## src/sv/utf8_text_sanitizer_core_defines.svh

```systemverilog
// Assertion macros used by the sanitizer datapath.
`ifndef UTF8_TEXT_SANITIZER_CORE_DEFINES_SVH
`define UTF8_TEXT_SANITIZER_CORE_DEFINES_SVH

// Checks that the consequent holds in the same cycle as the antecedent.
`define UTS_ASSERT_SAME(lbl, clk, rstn, ante, cons, msg) \
    lbl: assert property (@(posedge clk) disable iff (!(rstn)) (ante) |-> (cons)) \
        else $error(msg);

// Checks that the consequent holds in the cycle after the antecedent.
`define UTS_ASSERT_NEXT(lbl, clk, rstn, ante, cons, msg) \
    lbl: assert property (@(posedge clk) disable iff (!(rstn)) (ante) |=> (cons)) \
        else $error(msg);

`endif

```

## src/sv/uts_pkg.sv

```systemverilog
// Shared types, constants and helper function of the UTF-8 text sanitizer.
`default_nettype none
package uts_pkg;

    localparam int unsigned WinDepth = 4;

    localparam logic [7:0] ChSpace     = 8'h20;
    localparam logic [7:0] ChBackslash = 8'h5C;
    localparam logic [7:0] ChLowerX    = 8'h78;

    typedef struct packed {
        logic load;
        logic latch;
        logic emit;
        logic consume;
    } dp_cmd_t;

    typedef struct packed {
        logic empty;
        logic hold;
        logic out_free;
        logic grp_end;
    } dp_sts_t;

    function automatic logic [7:0] hex_char(input logic [3:0] nib);
        logic [7:0] res;
        if (nib < 4'd10) begin
            res = 8'h30 + {4'h0, nib};
        end else begin
            res = 8'h37 + {4'h0, nib};
        end
        return res;
    endfunction

endpackage
`default_nettype wire

```

## src/sv/uts_ctrl.sv

```systemverilog
// Controller state machine that sequences load, decode and character emission.
`default_nettype none
module uts_ctrl (
    input  wire logic            aclk,
    input  wire logic            aresetn,
    input  wire logic            s_valid,
    output logic                 s_ready,
    input  uts_pkg::dp_sts_t     sts,
    output uts_pkg::dp_cmd_t     cmd
);
    import uts_pkg::*;

    localparam logic [1:0] S_IDLE   = 2'd0;
    localparam logic [1:0] S_DECIDE = 2'd1;
    localparam logic [1:0] S_EMIT   = 2'd2;

    logic [1:0] state_reg;
    logic [1:0] state_next;

    always_comb begin
        state_next  = state_reg;
        cmd         = '0;
        s_ready     = 1'b0;
        case (state_reg)
            S_IDLE: begin
                s_ready = aresetn;
                if (s_valid && aresetn) begin
                    cmd.load   = 1'b1;
                    state_next = S_DECIDE;
                end
            end
            S_DECIDE: begin
                if (sts.empty || sts.hold) begin
                    state_next = S_IDLE;
                end else begin
                    cmd.latch  = 1'b1;
                    state_next = S_EMIT;
                end
            end
            S_EMIT: begin
                if (sts.out_free) begin
                    cmd.emit = 1'b1;
                    if (sts.grp_end) begin
                        cmd.consume = 1'b1;
                        state_next  = S_DECIDE;
                    end
                end
            end
            default: begin
                state_next = S_IDLE;
            end
        endcase
    end

    always_ff @(posedge aclk) begin
        if (!aresetn) begin
            state_reg <= S_IDLE;
        end else begin
            state_reg <= state_next;
        end
    end

endmodule
`default_nettype wire

```

## src/sv/uts_dpath.sv

```systemverilog
// Datapath: lookahead window, sequence decoder, escape generator and output register.
`default_nettype none
`include "utf8_text_sanitizer_core_defines.svh"
module uts_dpath (
    input  wire logic            aclk,
    input  wire logic            aresetn,
    input  wire logic [7:0]      s_in_byte,
    input  wire logic            s_in_last,
    output logic                 m_valid,
    input  wire logic            m_ready,
    output logic [7:0]           m_out_char,
    output logic                 m_out_last,
    input  uts_pkg::dp_cmd_t     cmd,
    output uts_pkg::dp_sts_t     sts
);
    import uts_pkg::*;

    localparam logic [1:0] K_PASS  = 2'd0;
    localparam logic [1:0] K_SPACE = 2'd1;
    localparam logic [1:0] K_ESC   = 2'd2;

    logic [7:0] w_reg [WinDepth];
    logic [7:0] w_next [WinDepth];
    logic [2:0] cnt_reg;
    logic [2:0] cnt_next;
    logic       last_reg;

    logic [1:0] kind_reg;
    logic [2:0] len_reg;
    logic [2:0] cons_reg;
    logic [1:0] idx_reg;

    logic       m_valid_reg;
    logic [7:0] m_char_reg;
    logic       m_last_reg;
    logic [7:0] char_next;
    logic       m_last_next;

    logic [1:0] kind_d;
    logic [2:0] len_d;
    logic [2:0] cons_d;
    logic       hold_d;

    always_comb begin
        logic [7:0] c;
        logic [2:0] need;
        logic       second;
        logic       ok;
        c      = w_reg[0];
        need   = 3'd0;
        second = 1'b0;
        ok     = 1'b0;
        kind_d = K_PASS;
        len_d  = 3'd1;
        cons_d = 3'd1;
        hold_d = 1'b0;
        if (c inside {[8'hC2:8'hDF]}) begin
            need = 3'd2;
        end else if (c inside {[8'hE0:8'hEF]}) begin
            need = 3'd3;
        end else if (c inside {[8'hF0:8'hF4]}) begin
            need = 3'd4;
        end
        case (c)
            8'hE0:   second = w_reg[1] inside {[8'hA0:8'hBF]};
            8'hED:   second = w_reg[1] inside {[8'h80:8'h9F]};
            8'hF0:   second = w_reg[1] inside {[8'h90:8'hBF]};
            8'hF4:   second = w_reg[1] inside {[8'h80:8'h8F]};
            default: second = (w_reg[1][7:6] == 2'b10);
        endcase
        ok = second
            && ((need < 3'd3) || (w_reg[2][7:6] == 2'b10))
            && ((need < 3'd4) || (w_reg[3][7:6] == 2'b10));
        if (c == 8'h00 || c == 8'h0D || c == 8'h0A) begin
            kind_d = K_SPACE;
        end else if (c == 8'h09) begin
            kind_d = K_PASS;
        end else if (c < 8'h20 || c == 8'h7F) begin
            kind_d = K_ESC;
            len_d  = 3'd4;
        end else if (c < 8'h80) begin
            kind_d = K_PASS;
        end else if (need != 3'd0 && cnt_reg < need) begin
            hold_d = !last_reg;
            kind_d = K_ESC;
            len_d  = 3'd4;
        end else if (need != 3'd0 && ok) begin
            kind_d = K_PASS;
            len_d  = need;
            cons_d = need;
        end else begin
            kind_d = K_ESC;
            len_d  = 3'd4;
        end
    end

    always_comb begin
        case (kind_reg)
            K_SPACE: char_next = ChSpace;
            K_ESC: begin
                case (idx_reg)
                    2'd0:    char_next = ChBackslash;
                    2'd1:    char_next = ChLowerX;
                    2'd2:    char_next = hex_char(w_reg[0][7:4]);
                    default: char_next = hex_char(w_reg[0][3:0]);
                endcase
            end
            default: char_next = w_reg[idx_reg];
        endcase
    end

    assign sts.empty    = (cnt_reg == 3'd0);
    assign sts.hold     = hold_d;
    assign sts.out_free = !m_valid_reg || m_ready;
    assign sts.grp_end  = ({1'b0, idx_reg} == (len_reg - 3'd1));

    assign m_last_next = last_reg && sts.grp_end && (cnt_reg == cons_reg);

    always_comb begin
        logic [2:0] src;
        src = 3'd0;
        for (int i = 0; i < WinDepth; i++) begin
            w_next[i] = w_reg[i];
        end
        cnt_next = cnt_reg;
        if (cmd.load) begin
            w_next[cnt_reg[1:0]] = s_in_byte;
            cnt_next             = cnt_reg + 3'd1;
        end else if (cmd.consume) begin
            for (int i = 0; i < WinDepth; i++) begin
                src = 3'(i) + cons_reg;
                if (src < 3'(WinDepth)) begin
                    w_next[i] = w_reg[src[1:0]];
                end
            end
            cnt_next = cnt_reg - cons_reg;
        end
    end

    always_ff @(posedge aclk) begin
        if (!aresetn) begin
            cnt_reg     <= 3'd0;
            idx_reg     <= 2'd0;
            m_valid_reg <= 1'b0;
        end else begin
            cnt_reg <= cnt_next;
            if (cmd.latch) begin
                idx_reg <= 2'd0;
            end else if (cmd.emit) begin
                idx_reg <= idx_reg + 2'd1;
            end
            if (cmd.emit) begin
                m_valid_reg <= 1'b1;
            end else if (m_ready) begin
                m_valid_reg <= 1'b0;
            end
        end
    end

    always_ff @(posedge aclk) begin
        for (int i = 0; i < WinDepth; i++) begin
            w_reg[i] <= w_next[i];
        end
        if (cmd.load) begin
            last_reg <= s_in_last;
        end
        if (cmd.latch) begin
            kind_reg <= kind_d;
            len_reg  <= len_d;
            cons_reg <= cons_d;
        end
        if (cmd.emit) begin
            m_char_reg <= char_next;
            m_last_reg <= m_last_next;
        end
    end

    assign m_valid    = m_valid_reg;
    assign m_out_char = m_char_reg;
    assign m_out_last = m_last_reg;

    `UTS_ASSERT_SAME(a_cnt_range, aclk, aresetn, 1'b1, cnt_reg <= 3'd4, "window count out of range")
    `UTS_ASSERT_SAME(a_load_room, aclk, aresetn, cmd.load, cnt_reg <= 3'd3, "item loaded into a full window")
    `UTS_ASSERT_SAME(a_consume_ok, aclk, aresetn, cmd.consume, cons_reg <= cnt_reg, "consumed more bytes than held")
    `UTS_ASSERT_NEXT(a_last_empty, aclk, aresetn, cmd.emit && m_last_next, cnt_reg == 3'd0, "final character left bytes pending")

endmodule
`default_nettype wire

```

## src/sv/utf8_text_sanitizer_core.sv

```systemverilog
// UTF-8 text sanitizer top level.
// The s_ channel takes one raw byte per item (s_in_byte) with s_in_last set on the final
// byte of a string. The m_ channel returns sanitized characters one per item, with
// m_out_last set on the final character that the final byte produces.
// Both channels use valid/ready; an item moves when valid and ready are both high.
// A byte passes a load step, a decode step for each group it resolves plus a closing
// decode that finds no resolvable group, and an emit step for each character, which
// waits while the receiver stalls; a valid multi-byte sequence resolves in one decode
// and emits one character per byte.
// After its byte is accepted, the first character passes the decode and emit states before m_valid rises.
// The single output port bounds throughput at one character per cycle; the controller
// handles one byte at a time and accepts the next byte only once the window holds no
// resolvable group.
// Lead bytes of incomplete sequences stay in a four-entry window until more bytes
// arrive or the string ends.
// Synchronous active-low reset empties the window and drops any held output item, and
// no item is accepted while reset is held.
// When the receiver stalls, the output register holds its item and emission pauses;
// no input is accepted until the pending groups have drained.
`default_nettype none
module utf8_text_sanitizer_core (
    input  wire logic        aclk,
    input  wire logic        aresetn,
    input  wire logic        s_valid,
    output logic             s_ready,
    input  wire logic [7:0]  s_in_byte,
    input  wire logic        s_in_last,
    output logic             m_valid,
    input  wire logic        m_ready,
    output logic [7:0]       m_out_char,
    output logic             m_out_last
);
    import uts_pkg::*;

    dp_cmd_t cmd;
    dp_sts_t sts;

    uts_ctrl u_ctrl (
        .aclk    (aclk),
        .aresetn (aresetn),
        .s_valid (s_valid),
        .s_ready (s_ready),
        .sts     (sts),
        .cmd     (cmd)
    );

    uts_dpath u_dpath (
        .aclk       (aclk),
        .aresetn    (aresetn),
        .s_in_byte  (s_in_byte),
        .s_in_last  (s_in_last),
        .m_valid    (m_valid),
        .m_ready    (m_ready),
        .m_out_char (m_out_char),
        .m_out_last (m_out_last),
        .cmd        (cmd),
        .sts        (sts)
    );

endmodule
`default_nettype wire

```

## config.mk

```make
export PLATFORM = sky130hd
export DESIGN_NAME = utf8_text_sanitizer_core
export DESIGN_NICKNAME = d
export VERILOG_FILES = /design/src/sv/uts_pkg.sv /design/src/sv/uts_ctrl.sv /design/src/sv/uts_dpath.sv /design/src/sv/utf8_text_sanitizer_core.sv
export VERILOG_INCLUDE_DIRS = /design/src /design/src/sv
export SDC_FILE = /design/constraint.sdc
export NUM_CORES = 1
export LEC_CHECK = 0
export BUFFER_PORTS_ARGS = -buffer_cell sky130_fd_sc_hd__buf_2
export CAP_MARGIN = 20
export CORE_MARGIN = 8
export CORE_UTILIZATION = 40
export CTS_BUF_LIST = sky130_fd_sc_hd__clkbuf_2
export DETAILED_ROUTE_END_ITERATION = 8
export GPL_TIMING_DRIVEN = 0
export PLACE_DENSITY = 0.55
export SLEW_MARGIN = 20
export SYNTH_ARGS = -nofsm -noshare
export SYNTH_HDL_FRONTEND = slang
export SYNTH_SLANG_ARGS = --single-unit
```

## constraint.sdc

```tcl
create_clock -name aclk -period 5.6 [get_ports aclk]
set_clock_uncertainty 0.05 [all_clocks]
set_input_delay 0 -clock aclk [delete_from_list [all_inputs] [get_ports aclk]]
set_output_delay 0 -clock aclk [all_outputs]
set_load 0.02 [all_outputs]
```

Word-level counts from Yosys, hierarchy flattened
Memories as Yosys holds them, arrays and structs flattened. A register that Yosys moved wholly into a read port is not among the register bits.
Cells that the tools add are included.
{"block": "word_totals", "regBits": 26, "ram_bits": 32, "in_bits": 13, "output_inout_bits": 11, "word_cells": 161, "mem_count": 1}
{"block": "classes", "n_addsub": 11, "magnitude_cmp": 25, "eq_ne": 22, "n_mux": 52, "n_bitwise": 3, "n_reduce_logical": 35}
{"name": "u_dpath.w_reg", "words": 4, "word_bits": 8, "read_ports": 9, "rd_ports_with_merged_regs": 2, "write_ports": 4, "line": "uts_dpath.sv:22", "rtl": "logic [7:0] w_reg [WinDepth];"}
{"op": "$mux 32", "n": 2}
{"op": "$mux 8", "n": 7}
{"op": "$ge 8x8->1 const B", "n": 6}
{"op": "$le 8x8->1 const B", "n": 6}
{"op": "$bwmux 32", "n": 1}
{"op": "$eq 8x8->1 const B", "n": 4}
{"op": "$add 6x4->7 const A", "n": 4}
{"op": "$mux 2", "n": 14}
{"op": "$mux 3", "n": 9}
{"op": "$eq 8x4->1 const B", "n": 3}
{"op": "$pmux 8 s3", "n": 1}
{"op": "$demux 8 s2", "n": 1}
{"op": "$pmux 8 s2", "n": 1}
{"op": "$logic_and 1x1->1", "n": 15}
{"op": "$lt 3x3->1 const B", "n": 5}
{"op": "$mux 1", "n": 14}
{"op": "$eq 2x2->1 const B", "n": 6}
{"op": "$eq 8x7->1 const B", "n": 1}
{"op": "$logic_not 8->1", "n": 1}
{"op": "$lt 4x4->1 const B", "n": 2}
{"op": "$lt 8x6->1 const B", "n": 1}
{"op": "$lt 8x8->1 const B", "n": 1}
{"op": "$logic_or 1x1->1", "n": 7}
{"op": "$add 2x3->3 const A", "n": 2}
{"op": "26 further kinds", "n": 34}

Logic depth before layout (Yosys ltp)
Gate-level depths: netlist of run 1.
An unclocked memory read counts as a cell.
{"block": "depth", "depth_word": 18, "depth_mapped": 12, "depth_no_buf": 11}

Cells and area by module
A second synthesis of run 1 with hierarchy kept.
{"block": "hier_totals", "cells_unflattened": 480, "area_unflattened_um2": 4384.2}
{"module": "uts_dpath", "n_inst": 1, "cells_per_inst": 464, "area_per_inst_um2": 4262.8, "seq_area_each_um2": 1671.6}
{"module": "uts_ctrl", "n_inst": 1, "cells_per_inst": 16, "area_per_inst_um2": 121.4, "seq_area_each_um2": 40.0}

Worst setup path after synthesis of run 1
No wires, ideal clock.
{"block": "synth_timing", "path_kind": "reg-to-reg", "start": "memory u_dpath.w_reg[0][0]", "end": "register u_dpath.cons_reg[0], data pin", "setup_time_ns": 0.262, "t_arrival_ns": 3.112, "required_time_ns": 5.288, "slack_ns": 2.176, "stages_incl_launch_ff": 13, "n_path_buf": 1, "period_less_slack_ns": 3.424, "cell_sequence": "edfxtp_1 -> clkbuf_1 -> inv_1 -> ha_1 -> o41ai_4 -> a22oi_2 -> o21ai_0 -> ha_1 -> a211oi_1 -> a32oi_1 -> nor3_1 -> or4b_4 -> or2_2"}
{"item": "from (decl)", "line": "uts_dpath.sv:22"}
{"item": "to (signal assigned)", "line": "uts_dpath.sv:170", "rtl": "cons_reg <= cons_d;"}
{"item": "to (decl)", "line": "uts_dpath.sv:30", "rtl": "logic [2:0] cons_reg;"}

==> results of run 1 <==
==> synthesized netlist by cell type (4+ instances only) <==
master | n | share of area, %
o21ai_0 | 71 | 8.0
edfxtp_1 | 49 | 33
nand2_1 | 45 | 3.8
nand3_1 | 39 | 4.4
mux2i_1 | 36 | 8.1
clkbuf_1 | 28 | 2.4
ha_1 | 28 | 7.9
nor2_1 | 24 | 2.0
a21oi_1 | 18 | 2.0
inv_1 | 18 | 1.5
dfxtp_1 | 12 | 5.4
mux4_2 | 8 | 4.0
nand2b_1 | 7 | 0.98
nor2b_1 | 7 | 0.98
buf_1 | 6 | 0.51
xnor2_1 | 6 | 1.2
o211ai_1 | 5 | 0.84
xor2_1 | 5 | 0.98
a22o_1 | 4 | 0.79
nor3b_1 | 4 | 0.67
o31ai_1 | 4 | 0.67
==> metrics by stage <==
| stage | instance area, µm² | setup slack (ps) | total power [mW] | util [%] | hold WS (ps) |
|---|---|---|---|---|---|
| final | 5020 | 1350 | 0.944 | 46.3 | 144 |
| after global routing | 5020 | 1000 | 0.984 | 46.3 | 113 |
| after detailed placement | 4770 | 1670 | 0.661 | 44.0 | 131 |
| after floorplan | 4460 | 2180 | 0.615 | - | 48.9 |
| after global placement | 4750 | 734 | 0.658 | 43.8 | 129 |
| after CTS | 5020 | 1350 | 0.947 | 46.3 | 107 |
==> metal layers <==
| layer | vias to the layer above | wire length [µm] | global-route usage [%] |
|---|---|---|---|
| met4 | 0 | 204 | 6.25 |
| met2 | 121 | 5720 | 27.6 |
| met1 | 1771 | 5860 | 23.9 |
| li1 | 1837 | - | - |
| met5 | - | 0 | 0 |
| met3 | 21 | 692 | 3.56 |
==> cell type report <==
| type | instances | share of cell area [%] |
|---|---|---|
| Timing Repair Buffer | 38 | 5.19 |
| Inverter | 19 | 1.42 |
| Multi-Input combinational cell | 359 | 50.7 |
| Sequential cell | 61 | 34.1 |
| Clock buffer | 11 | 1.10 |
| Tap cell | 140 | 3.49 |
| Clock inverter | 5 | 1.02 |
| Buffer | 37 | 2.97 |
==> cell families after synthesis <==
| family | Yosys count | synth area share (%) |
|---|---|---|
| xor+xnor | 11 | 2.16 |
| mux | 45 | 12.4 |
| compound gates | 126 | 17.1 |
| fa+ha+maj | 29 | 8.31 |
| simple gates | 148 | 16.8 |
| flops | 61 | 38.4 |
| buf+inv | 56 | 4.94 |
==> worst max-delay path, stage by stage, from the launching register on <==
cell and delay, ps:
edfxtp_1 400, clkbuf_1 380, inv_1 160, ha_1 280, o41ai_4 380, a22oi_2 150
o21ai_0 370, ha_1 230, a211oi_1 70, a32oi_1 250, nor4_1 100, nor2_1 630
o21a_1 220, dlygate4sd3_1 540
==> power by group through the flow <==
stage                     sequential (mW)  combinational (mW)  clock [mW]
after detailed placement            0.521               0.139           0
after global placement              0.521               0.137           0
after CTS                           0.511               0.147       0.288
after floorplan                     0.519              0.0959           0
after global routing                0.513               0.165       0.306
final                               0.511               0.148       0.285
==> cells in the final DEF, fill, tap and decap left out, types with 3 or more instances in the layout <==
| cell type | n |
|---|---|
| o21ai_0 | 70 |
| edfxtp_1 | 49 |
| nand2_1 | 45 |
| nand3_1 | 39 |
| mux2i_1 | 36 |
| clkbuf_1 | 28 |
| ha_1 | 28 |
| buf_2 | 26 |
| nor2_1 | 24 |
| inv_1 | 18 |
| a21oi_1 | 18 |
| dlygate4sd3_1 | 14 |
| dfxtp_1 | 12 |
| clkbuf_2 | 11 |
| mux4_2 | 8 |
| nand2b_1 | 7 |
| nor2b_1 | 7 |
| buf_1 | 6 |
| xnor2_1 | 6 |
| xor2_1 | 5 |
| o211ai_1 | 5 |
| nor3b_1 | 4 |
| a22o_1 | 4 |
| or3_1 | 3 |
| nor4_1 | 3 |
| nor3_1 | 3 |
| a31oi_1 | 3 |
| and2_1 | 3 |
| o22ai_1 | 3 |
==> how the worst min path moves through the flow <==
stage | from | cells after the start | slack (ps) | end
2_1_floorplan | s_in_last | 0 | 50 | u_dpath.last_reg$_DFFE_PP_
3_3_place_gp | s_in_last | 1 | 130 | u_dpath.last_reg$_DFFE_PP_
3_5_place_dp | s_in_last | 1 | 130 | u_dpath.last_reg$_DFFE_PP_
4_1_cts | s_in_last | 2 | 110 | u_dpath.last_reg$_DFFE_PP_
5_1_grt | s_in_last | 2 | 110 | u_dpath.last_reg$_DFFE_PP_
6_report | s_in_last | 2 | 140 | u_dpath.last_reg$_DFFE_PP_
==> impl_metrics.py, run 1 <==
metrics = {
    "cts": {
        "post_cts_resized": 0,
        "cts_buffers": 9,
        "cts.hold.buffers_added": 14,
        "cts_tree": "built",
        "root_buffer": "clkbuf_2",
        "h-tree-depth": 3,
        "ctsLongestPathBuffers": 2,
        "clock_latency_ps": 530,
        "clk_pin_slew_ps": 190,
        "cts_setup_buffers": 0,
        "cts.sinks": 61,
    },
    "route": {
        "wire_per_inst_um": 18.6,
        "drcViolationCount": 0,
        "final_antenna_net_count": 0,
        "via_count": 3750,
        "routed_wl_mm": 12.5,
        "dr.first_iter.drc_count": 230,
        "routed_via_density": 5.60,
        "dr.pass1.iters": 5,
    },
    "logic_synthesis": {
        "yosys_warnings": 0,
        "synthArstFlopShare_pct": 0,
        "synth-seq-cells": 61,
        "ys_seq_area_share_pct": 38.4,
        "synthesis.nets": 518,
        "synth.avg_cell_area_um2": 9.37,
        "synth_ff_type": "edfxtp_1",
        "synth_edf_count": 49,
        "syn_inst": 476,
        "synthesis.area_mm2": 0.00446,
        "ys_types": 54,
    },
    "die": {
        "die_h_um": 122,
        "io-pin-count": 24,
        "row_count": 38,
        "core_region_area_mm2": 0.0108,
        "dieWidth_um": 122,
        "initial_core_util_pct": 41.1,
        "dieArea_mm2": 0.0148,
    },
    "global_routing": {
        "grt_pass1_wl_mm": 20.4,
        "grt_use_total_pct": 17.7,
        "grt_pass1_vias": 3808,
        "grt_max_degree": 14,
        "antenna_found_initial": 0,
        "overflow": 0,
    },
    "critical_path": {
        "cp.required_ps": 6020,
        "r2r-end": "u_ctrl.state_reg[1]$_SDFFE_PN0P_",
        "rr_worst_depth": 13,
        "endpoint_kind": "flop",
        "crit_type": "reg2reg",
        "crit_arrival_ps": 4670,
        "r2r_start": "u_dpath.w_reg[0][0]$_DFFE_PP_",
        "cp_max_fo": 10,
        "rrSetupSlack_ps": 1350,
        "cp-endpoint": "u_ctrl.state_reg[1]$_SDFFE_PN0P_",
        "crit_path_start": "u_dpath.w_reg[0][0]$_DFFE_PP_",
        "start_kind": "flop",
    },
    "timing": {
        "fin_crit_sh_pct": 75.8,
        "drv_slew": 0,
        "max_freq_mhz": 236,
        "slew_headroom_pct": 41.4,
        "min_period_ps": 4250,
        "setup_tns_ps": 0,
        "grt_setup_unrepaired": "no",
        "finalSetupViolCount": 0,
        "tightestPinTransition_ps": 873,
        "hold_viol_final": 0,
    },
    "power_and_ir_drop": {
        "seqPwrFrac_pct": 54.2,
        "p_sw_mw": 0.282,
        "p_int_mw": 0.662,
        "power.share.combinational_pct": 15.7,
        "p_leak_nw": 1.91,
        "switching_share_pct": 29.9,
        "ir_drop_mv": 0.115,
        "power_density_mw_per_mm2": 188,
        "clock_power_share_pct": 30.2,
    },
    "final_layout": {
        "synthToLayoutAreaGrowth_pct": 12.5,
        "seq_area_mm2": 0.00171,
        "num-fill-cells": 1071,
        "drive_gt1_share_pct": 11.5,
        "diodes": 0,
        "nets": 567,
        "fin_cells": 670,
        "multi_input_comb_area_mm2": 0.00254,
        "largest_reg_flops": 32,
    },
    "status": {
        "status": "completed",
    },
    "hold_path": {
        "min_path_type": "in2reg",
    },
    "placement": {
        "post-dp-hpwl_mm": 9.54,
        "io_buffers": 23,
        "gp_congestion": 0.868,
        "dp.cells": 640,
    },
    "flow_run": {
        "maxCapViolations": 0,
    },
}
Power figures use the tool's default switching activity.
==> inputs of run 2 (changes only) <==
--- a/config.mk
+++ b/config.mk
@@ -13,7 +13,7 @@
 export CTS_BUF_LIST = sky130_fd_sc_hd__clkbuf_2
 export DETAILED_ROUTE_END_ITERATION = 8
 export GPL_TIMING_DRIVEN = 0
-export PLACE_DENSITY = 0.55
+export PLACE_DENSITY = 0.57
 export SLEW_MARGIN = 20
 export SYNTH_ARGS = -nofsm -noshare
 export SYNTH_HDL_FRONTEND = slang
==> constraint.sdc (replaced) <==
create_clock -name aclk -period 3.7 [get_ports aclk]
set_clock_uncertainty 0.05 [all_clocks]
set_input_delay 0 -clock aclk [delete_from_list [all_inputs] [get_ports aclk]]
set_output_delay 0 -clock aclk [all_outputs]
set_load 0.02 [all_outputs]
==> impl_metrics.py, run 2 (same netlist as run 1, synthesis figures left out) <==
metrics = {
    "final_layout": {
        "most-common-layout-cells": "o21ai_0, edfxtp_1, nand2_1",
        "num-fill-cells": 1043,
        "synthToLayoutAreaGrowth_pct": 13.5,
        "stdcell_area_mm2": 0.00506,
        "drive_gt1_share_pct": 13.0,
        "final_common_cell": "o21ai_0",
        "largest_reg_flops": 32,
        "utilization_pct": 46.7,
        "diodes": 0,
        "nets": 568,
        "fin_cells": 671,
    },
    "hold_path": {
        "min_path_type": "in2reg",
        "hold_path_depth": 2,
        "min_to": "u_dpath.last_reg$_DFFE_PP_",
        "min-delay-start": "s_in_last",
    },
    "timing": {
        "max_freq_mhz": 282,
        "hold_viol_final": 0,
        "fin_crit_sh_pct": 95.7,
        "drv_slew": 0,
        "min_period_ps": 3540,
        "tightestPinTransition_ps": 840,
        "setup_tns_ps": 0,
        "slew_headroom_pct": 43.6,
        "hold_slack_ps": 172,
        "finalSetupViolCount": 0,
        "grt_setup_unrepaired": "no",
    },
    "global_routing": {
        "grt_pass1_vias": 3746,
        "overflow": 0,
        "grt_pass1_wl_mm": 19.9,
        "grt_max_degree": 21,
        "grt_use_total_pct": 17.3,
        "antenna_found_initial": 0,
    },
    "cts": {
        "cts.sinks": 61,
        "cts_tree": "built",
        "h-tree-depth": 3,
        "root_buffer": "clkbuf_2",
        "cts_buffers": 9,
        "clock_latency_ps": 530,
        "ctsLongestPathBuffers": 2,
        "clk_pin_slew_ps": 190,
    },
    "status": {
        "status": "completed",
    },
    "route": {
        "final_antenna_net_count": 0,
        "dr.pass1.iters": 4,
        "wire_per_inst_um": 18.4,
        "routed_via_density": 5.73,
        "via_count": 3842,
        "drcViolationCount": 0,
        "dr.first_iter.drc_count": 252,
        "routed_wl_mm": 12.4,
    },
    "critical_path": {
        "crit_arrival_ps": 3770,
        "rr_worst_depth": 11,
        "endpoint_kind": "flop",
        "start_kind": "flop",
        "crit_path_start": "u_dpath.w_reg[0][1]$_DFFE_PP_",
        "cp.required_ps": 3930,
        "cp_max_fo": 4,
        "r2r_start": "u_dpath.w_reg[0][1]$_DFFE_PP_",
        "r2r-end": "u_dpath.cons_reg[0]$_SDFFCE_PP1P_",
        "crit_type": "reg2reg",
        "rrSetupSlack_ps": 160,
    },
    "die": {
        "row_count": 38,
        "dieWidth_um": 122,
        "io-pin-count": 24,
        "core_region_area_mm2": 0.0108,
        "die_h_um": 122,
        "dieArea_mm2": 0.0148,
        "initial_core_util_pct": 41.1,
    },
    "power_and_ir_drop": {
        "power_density_mw_per_mm2": 282,
        "switching_share_pct": 30.1,
        "seqPwrFrac_pct": 54.1,
        "clock_power_share_pct": 29.9,
        "p_sw_mw": 0.430,
        "ir_drop_mv": 0.129,
        "power.share.combinational_pct": 16.0,
        "p_leak_nw": 1.92,
        "p_int_mw": 0.998,
    },
    "flow_run": {
        "maxCapViolations": 0,
    },
    "placement": {
        "post-dp-hpwl_mm": 9.43,
        "dp.cells": 640,
        "io_buffers": 23,
        "dpl-instance-area_mm2": 0.00477,
        "gp_congestion": 0.871,
    },
}
run 2: power groups by stage:
stage	Clock [mW]	Sequential [mW]	Combinational, mW
after floorplan	0	0.786	0.145
after global routing	0.463	0.775	0.253
after CTS	0.440	0.774	0.223
after detailed placement	0	0.789	0.210
final	0.427	0.773	0.228
after global placement	0	0.788	0.206
run 2: critical path, cell delays in order, from the launching register on:
cell and delay (ps):
edfxtp_1 440, buf_4 160, ha_1 210, o41ai_4 390, a22oi_2 150, o21ai_0 360, ha_1 230, a211oi_1 70
a32oi_1 240, nor3_1 120, or4b_4 580, or2_2 310
run 2: stage by stage:
step / total power [mW] / setup slack, ps
detailed placement: 0.999 / -274
global route: 1.49 / 5.34
CTS: 1.44 / 88.0
finish: 1.43 / 160
global placement: 0.994 / -1180
floorplan: 0.931 / 276
run 2: worst max path at each step:
stage                                                   end  slack, ps
final                     u_dpath.cons_reg[0]$_SDFFCE_PP1P_        160
after global routing          u_dpath.w_reg[1][7]$_DFFE_PP_          5
after detailed placement                               flop       -270
after floorplan           u_dpath.cons_reg[0]$_SDFFCE_PP1P_        280
after CTS                 u_dpath.cons_reg[0]$_SDFFCE_PP1P_         90
after global placement        u_dpath.w_reg[3][1]$_DFFE_PP_      -1180
run 2: layer usage:
layer	track usage (%)	share of wire, %	vias up
met5	0	0	-
met4	5.78	1.7	0
met3	3.79	5.9	17
met2	27.7	47	126
met1	22.7	46	1853
li1	-	-	1846
run 2: layout make-up:
| cell class | instances | area [µm²] | area share, % |
|---|---|---|---|
| buffer | 35 | 141 | 2.79 |
| clock buffer | 9 | 45.0 | 0.890 |
| clock inverter | 7 | 66.3 | 1.31 |
| inverter | 19 | 72.6 | 1.43 |
| multi-input combinational | 359 | 2570 | 50.8 |
| sequential | 61 | 1710 | 33.8 |
| tap | 140 | 175 | 3.46 |
| timing repair buffer | 41 | 280 | 5.54 |
run 2: timing repair:
action / in CTS / in global routing
setup buffers: 1 / 3
endpoints found under the hold margin: 43 / 0
pin swaps: 0 / 1
hold buffers: 13 / 0
resized for setup: 3 / 3
endpoints found under the setup margin: 45 / 31
